[src/hw/rtl/assert_macros.svh]
// ---------------------------------------------------------------------------
// Assertion macros
// Shared concurrent assertion forms for the list blocks.
// ---------------------------------------------------------------------------
`ifndef ASSERT_MACROS_SVH
`define ASSERT_MACROS_SVH

// Implication checked on every rising edge, disabled while reset is low.
`define SLA_ASSERT_IMP(lbl, clk, rst_n, ante, cons, msg) \
  lbl: assert property (@(posedge clk) disable iff (!rst_n) (ante) |-> (cons)) \
    else $error(msg);

// Next-cycle implication, disabled while reset is low.
`define SLA_ASSERT_NEXT(lbl, clk, rst_n, ante, cons, msg) \
  lbl: assert property (@(posedge clk) disable iff (!rst_n) (ante) |=> (cons)) \
    else $error(msg);

`endif

[src/hw/rtl/sla_pkg.sv]
// ---------------------------------------------------------------------------
// List package
// Opcodes, status codes and the command broadcast to the cell chain.
// ---------------------------------------------------------------------------
package sla_pkg;

  localparam logic [2:0] OP_INS_FRONT = 3'd0;
  localparam logic [2:0] OP_APPEND    = 3'd1;
  localparam logic [2:0] OP_INS_AFTER = 3'd2;
  localparam logic [2:0] OP_DELETE    = 3'd3;
  localparam logic [2:0] OP_READ      = 3'd4;

  localparam logic [1:0] ST_DONE   = 2'd0;
  localparam logic [1:0] ST_FULL   = 2'd1;
  localparam logic [1:0] ST_BADPOS = 2'd2;

  typedef enum logic [1:0] {
    CELL_HOLD,
    CELL_INSERT,
    CELL_DELETE
  } cell_op_t;

  typedef struct packed {
    cell_op_t           op;
    logic signed [31:0] value;
  } cell_cmd_t;

endpackage

[src/hw/rtl/sla_cell.sv]
// ---------------------------------------------------------------------------
// List cell
// Holds one entry; loads the new word, takes its lower or upper neighbor.
// ---------------------------------------------------------------------------
module sla_cell
  import sla_pkg::*;
#(
  parameter int IDX_W = 7,
  parameter int INDEX = 0
) (
  input  logic                    clk,
  input  cell_cmd_t               cmd,
  input  logic [IDX_W-1:0]        idx,
  input  logic signed [31:0]      left_data,
  input  logic signed [31:0]      right_data,
  output logic signed [31:0]      data
);

  localparam logic [IDX_W-1:0] INDEX_C = IDX_W'(INDEX);

  logic signed [31:0] data_r;
  logic signed [31:0] data_nxt;

  always_comb begin
    data_nxt = data_r;
    unique case (cmd.op)
      CELL_HOLD: begin
        data_nxt = data_r;
      end
      CELL_INSERT: begin
        if (idx == INDEX_C) begin
          data_nxt = cmd.value;
        end else if (idx < INDEX_C) begin
          data_nxt = left_data;
        end
      end
      CELL_DELETE: begin
        if (idx <= INDEX_C) begin
          data_nxt = right_data;
        end
      end
      default: begin
        data_nxt = data_r;
      end
    endcase
  end

  always_ff @(posedge clk) begin
    data_r <= data_nxt;
  end

  assign data = data_r;

endmodule

[config.mk]
export PLATFORM = sky130hd
export DESIGN_NAME = sla_cell
export DESIGN_NICKNAME = d
export VERILOG_FILES = /design/src/hw/rtl/assert_macros.svh /design/src/hw/rtl/sla_pkg.sv /design/src/hw/rtl/sla_cell.sv
export SDC_FILE = /design/constraint.sdc
export NUM_CORES = 1
export LEC_CHECK = 0
export ABC_AREA = 1
export BUFFER_PORTS_ARGS = -buffer_cell sky130_fd_sc_hd__buf_2
export CAP_MARGIN = 20
export CORE_UTILIZATION = 37
export DETAILED_ROUTE_END_ITERATION = 10
export PLACE_DENSITY = 0.8
export SLEW_MARGIN = 20
export SYNTH_ARGS = -nofsm -noshare
export SYNTH_HDL_FRONTEND = slang
export SYNTH_SLANG_ARGS = --single-unit
[constraint.sdc]
create_clock -name clk -period 3.17 [get_ports clk]
set_input_delay 0.317 -clock clk [delete_from_list [all_inputs] [get_ports clk]]
set_output_delay 0.317 -clock clk [all_outputs]
set_load 0.05 [all_outputs]
==> metrics.yaml, run 1 <==
logic_synthesis:
  synth_area_leaders: "edfxtp_1 64%, nand2_1 17%, nand3_1 11%, buf_6 2.2%, inv_1 1.5%"
  ys_seq_area_share_pct: 63.5
  synth.avg_cell_area_um2: 9.82
  synth_fp_nets: 260
  ys_seq_elements: 32
  syn_area_mm2: 0.00151
  yosysTopAreaCellShare_pct: 63.5
  yosys_warnings: 0
  yosysUniqueCellTypes: 12
  syn_inst: 154
  synth.largest_area_cell: "edfxtp_1"
timing:
  worstMarginPinSlew_ns: 0.879
  hold_viol_final: 0
  setup_viol: 0
  setup_ws_ns: 1.71
  slew_headroom_pct: 41.3
  min_period_over_period_pct: 46.0
  finalMaxSlewViolations: 0
  rsz0062_at_grt: "no"
  max_freq_mhz: 685
  fin_setup_tns_ns: 0
  timing.final.crit_period_ns: 1.46
floorplanning:
  initial_core_util_pct: 39.8
  core_mm2: 0.00380
  die_width_um: 65.9
  rows: 22
  boundaryPins: 138
  die-area_mm2: 0.00435
  die_h_um: 65.9
pwr:
  powerDensity_mw_per_mm2: 446
  leakagePower_nw: 1.08
  max-vdd-ir-drop_mv: 0.270
global_route:
  grt_pass1_vias: 1252
  overflow: 0
  grt_usage_pct: 16.7
  grt_max_degree: 34
  antenna_found_initial: 0
  grt_pass1_wl_um: 5400
detailed_routing:
  drc_errors: 0
  vias: 1402
  ant_nets: 0
  first_pass_iters: 5
  drtIter0Drc: 116
  routedWlPerCell_um: 11.1
  vias_per_cell: 4.58
  drt_wl_total_um: 3390
clock_tree:
  clk_pin_slew_ns: 0.07
  htreeDepth: 2
  cts_resized: 0
  cts-hold-fix-buffers: 0
  post_cts_buffers: 0
  clockBufferDepth: 2
  tritoncts: "yes"
  clock_sinks: 32
  cts_made_buffers: 5
  cts-root-buf: "clkbuf_8"
finish:
  diodes: 0
  nets: 363
  final_cell_mix: "105 x buf_2, 68 x nand2_1, 32 x nand3_1, 32 x edfxtp_1, 6 x inv_1"
  largest_reg_flops: 32
  nFillCells: 340
  finish.instance_area_mm2: 0.00214
  final_cells: 306
  areaGrowthSynthToFinish_pct: 41.5
  drive_gt1_share_pct: 44.6
  final_common_cell: "buf_2"
worst_setup_path:
  cp_cell_sequence: "buf_2, inv_1, nand2_1, nor2_1, nand2_1, nor2_4"
  path_buf_inv: 2
  crit_family: "simple AND/OR/NAND/NOR gates"
  critPathLaunchType: "input pin"
  crit_type: "input pin to flop"
  cpPeakStageDelay_ns: 0.68
  cp-end-kind: "flop"
  cp.arrival_ns: 1.36
  crit_slowest_cell: "nor2_4"
  worst-path-max-fanout: 32
  worstPathRequired_ns: 3.07
  crit_top_cell: "nand2_1"
place:
  numPortBuffers: 105
  post-place-ws_ns: 1.39
  place_congestion: 0.664
  dp_cells: 298
  dpl_cell_area_mm2: 0.00203
outcome:
  status: "finished, final reports clean"
run:
  drv_cap: 0
worst_hold_path:
  hold_class: "input pin to flop"
==> layout make-up <==
cell class                      instances  area (um2)  share of cell area [%]
Inverter                                7        26.3                    1.23
Clock inverter                          3        37.5                    1.75
Sequential cell                        32         961                    44.9
Clock buffer                            5        68.8                    3.21
Timing Repair Buffer                  106         533                    24.9
Multi-Input combinational cell        105         454                    21.2
Tap cell                               48        60.1                    2.81
==> layer usage <==
metal | wire length, um | share of wire (%) | track usage, %
met5 | 0 | 0 | 0
met4 | 59 | 1.7 | 5.05
met3 | 364 | 11 | 7.41
met2 | 1660 | 49 | 29.0
met1 | 1310 | 39 | 18.1
==> cells in the mapped netlist <==
| master | n |
|---|---|
| buf_2 | 3 |
| buf_4 | 2 |
| buf_6 | 3 |
| clkbuf_4 | 2 |
| edfxtp_1 | 32 |
| inv_1 | 6 |
| inv_2 | 1 |
| nand2_1 | 68 |
| nand2_4 | 1 |
| nand3_1 | 32 |
| nor2_1 | 3 |
| xnor2_1 | 1 |
==> path summary, 6_finish.rpt <==
path | start | cells after the start | slack [ns] | to
max | idx[1] | 6 | 1.71 | data[9]
min | cmd[1] | 3 | 0.30 | data[1]
==> per-stage QoR <==
step,hold WS [ns],util [%],total power [mW]
floorplan,0.496,-,0.543
global placement,0.581,53.6,0.588
detailed placement,0.583,53.6,0.592
CTS,0.290,56.4,0.963
global route,0.297,56.4,1.00
finish,0.298,56.4,0.955
==> logic make-up after synthesis <==
| logic type | count (synthesis) | synth area share [%] |
|---|---|---|
| xor gates and xnor gates | 1 | 0.579 |
| buffers and inverters | 17 | 6.95 |
| DFF | 32 | 63.5 |
| and+or+nand+nor | 104 | 28.9 |
==> power breakdown <==
group | internal, mW | switching [mW]
Sequential | 0.471 | 0.000339
Clock | 0.229 | 0.145
Combinational | 0.0514 | 0.0588
Total | 0.751 | 0.204
Note: power is estimated with default switching activity, not from simulation.
==> run 2, diff against run 1 <==
clock period = 1.4 ns   (was 3.17 ns; I/O delays follow)
==> metrics.yaml, run 2 (synthesized netlist as in run 1, its figures left out) <==
clock_tree:
  clk_pin_slew_ns: 0.06  # was 0.07 ns
  cts_made_buffers: 5  # unchanged
  cts-root-buf: "clkbuf_8"  # unchanged
  clock_sinks: 32  # unchanged
  clockBufferDepth: 2  # unchanged
  post_cts_buffers: 0  # unchanged
  tritoncts: "yes"  # unchanged
  cts_resized: 0  # unchanged
  cts-hold-fix-buffers: 0  # unchanged
  htreeDepth: 2  # unchanged
worst_hold_path:
  hold_class: "input pin to flop"  # unchanged
worst_setup_path:
  crit_type: "flop to primary output"  # was input pin to flop
  path_buf_inv: 1  # was 2
  crit_family: "flip-flops"  # was simple AND/OR/NAND/NOR gates
  critPathLaunchType: "flop"  # was input pin
  cp-end-kind: "primary output"  # was flop
  worst-path-max-fanout: 1  # was 32
  crit_slowest_cell: "edfxtp_1"  # was nor2_4
  cp.arrival_ns: 0.87  # was 1.36 ns
  worstPathRequired_ns: 1.26  # was 3.07 ns
  cpPeakStageDelay_ns: 0.33  # was 0.68 ns
  cp_cell_sequence: "buf_2"  # was buf_2, inv_1, nand2_1, nor2_1, nand2_1, nor2_4
floorplanning:
  core_mm2: 0.00380  # unchanged
  die_h_um: 65.9  # unchanged
  die_width_um: 65.9  # unchanged
  initial_core_util_pct: 39.8  # unchanged
  die-area_mm2: 0.00435  # unchanged
  rows: 22  # unchanged
  boundaryPins: 138  # unchanged
place:
  place_congestion: 0.708  # was 0.664
  dp_hpwl_um: 2560
  numPortBuffers: 105  # unchanged
detailed_routing:
  routedWlPerCell_um: 10.8  # was 11.1 um
  vias_per_cell: 4.47  # was 4.58
  drc_errors: 0  # unchanged
  drt_wl_total_um: 3370  # was 3390 um
  ant_nets: 0  # unchanged
  drtIter0Drc: 58  # was 116
  vias: 1396  # was 1402
  first_pass_iters: 4  # was 5
timing:
  timing.final.crit_period_ns: 1.01
  finalMaxSlewViolations: 0  # unchanged
  worstMarginPinSlew_ns: 0.341  # was 0.879 ns
  setup_viol: 0  # unchanged
  max_freq_mhz: 993
  slew_headroom_pct: 77.3  # was 41.3%
  rsz0062_at_grt: "no"  # unchanged
  min_period_over_period_pct: 71.9
  hold_viol_final: 0  # unchanged
  fin_setup_tns_ns: 0  # unchanged
finish:
  drive_gt1_share_pct: 46.2  # was 44.6%
  diodes: 0  # unchanged
  areaGrowthSynthToFinish_pct: 46.2  # was 41.5%
  nFillCells: 341  # was 340
  largest_reg_flops: 32  # unchanged
  final_common_cell: "buf_2"  # unchanged
  final_cell_mix: "105 x buf_2, 68 x nand2_1, 32 x nand3_1, 32 x edfxtp_1, 6 x inv_1"  # unchanged
  nets: 369  # was 363
global_route:
  antenna_found_initial: 0  # unchanged
  overflow: 0  # unchanged
  grt_pass1_vias: 1267  # was 1252
  grt_usage_pct: 17.2  # was 16.7%
  grt_pass1_wl_um: 5370  # was 5400 um
  grt_max_degree: 33  # was 34
run:
  drv_cap: 0  # unchanged
pwr:
  leakagePower_nw: 1.12  # was 1.08 nW
  finalPower_mw: 2.16  # was 0.955 mW
  powerDensity_mw_per_mm2: 978  # was 446 mW/mm2
  max-vdd-ir-drop_mv: 0.642  # was 0.270 mV
outcome:
  status: "finished, final reports clean"  # unchanged
-- run 2: cell types whose count changed in the layout (fill, tap and decap cells not counted) --
cell,change
clkbuf_1,+1
buf_4,+4
clkinv_2,+1
buf_12,+2
clkinv_1,-2
-- run 2: layout make-up --
type / instances / area [um2] / share of cell area, %
inverter: 7 / 26.3 / 1.19
clock buffer: 6 / 72.6 / 3.28
tap: 48 / 60.1 / 2.71
clock inverter: 2 / 35.0 / 1.58
timing repair buffer: 112 / 603 / 27.3
sequential: 32 / 961 / 43.4
multi-input combinational: 105 / 454 / 20.5
-- run 2: path summary, 6_finish.rpt --
| check | from | to | cells after the start |
|---|---|---|---|
| worst max-delay path | data[7] | data[7] | 1 |
| worst min-delay path | cmd[15] | data[15] | 3 |
-- run 2: where the power goes --
part | internal, mW | total [mW] | switching (mW)
registers | 1.07 | 1.07 | 0.000795
logic | 0.125 | 0.259 | 0.134
clock network | 0.527 | 0.837 | 0.310
-- run 2: routing by layer --
layer / up-vias / routed length, um / track usage (%)
met4: 0 / 69 / 7.18
met5: - / 0 / 0
met1: 592 / 1360 / 19.0
met3: 8 / 299 / 7.76
li1: 728 / - / -
met2: 68 / 1640 / 28.4
-- run 2: stage by stage --
stage                     hold slack [ns]  std cells  util, %  instance area (um2)  setup slack, ns
after global routing                0.105        312     58.2                 2210            0.345
after CTS                           0.110        312     58.2                 2210            0.375
after global placement              0.402        304     55.4                 2100            0.270
after detailed placement            0.405        304     55.4                 2100            0.259
after floorplan                     0.319        154        -                 1520           0.0450
final                               0.121        312     58.2                 2210            0.393
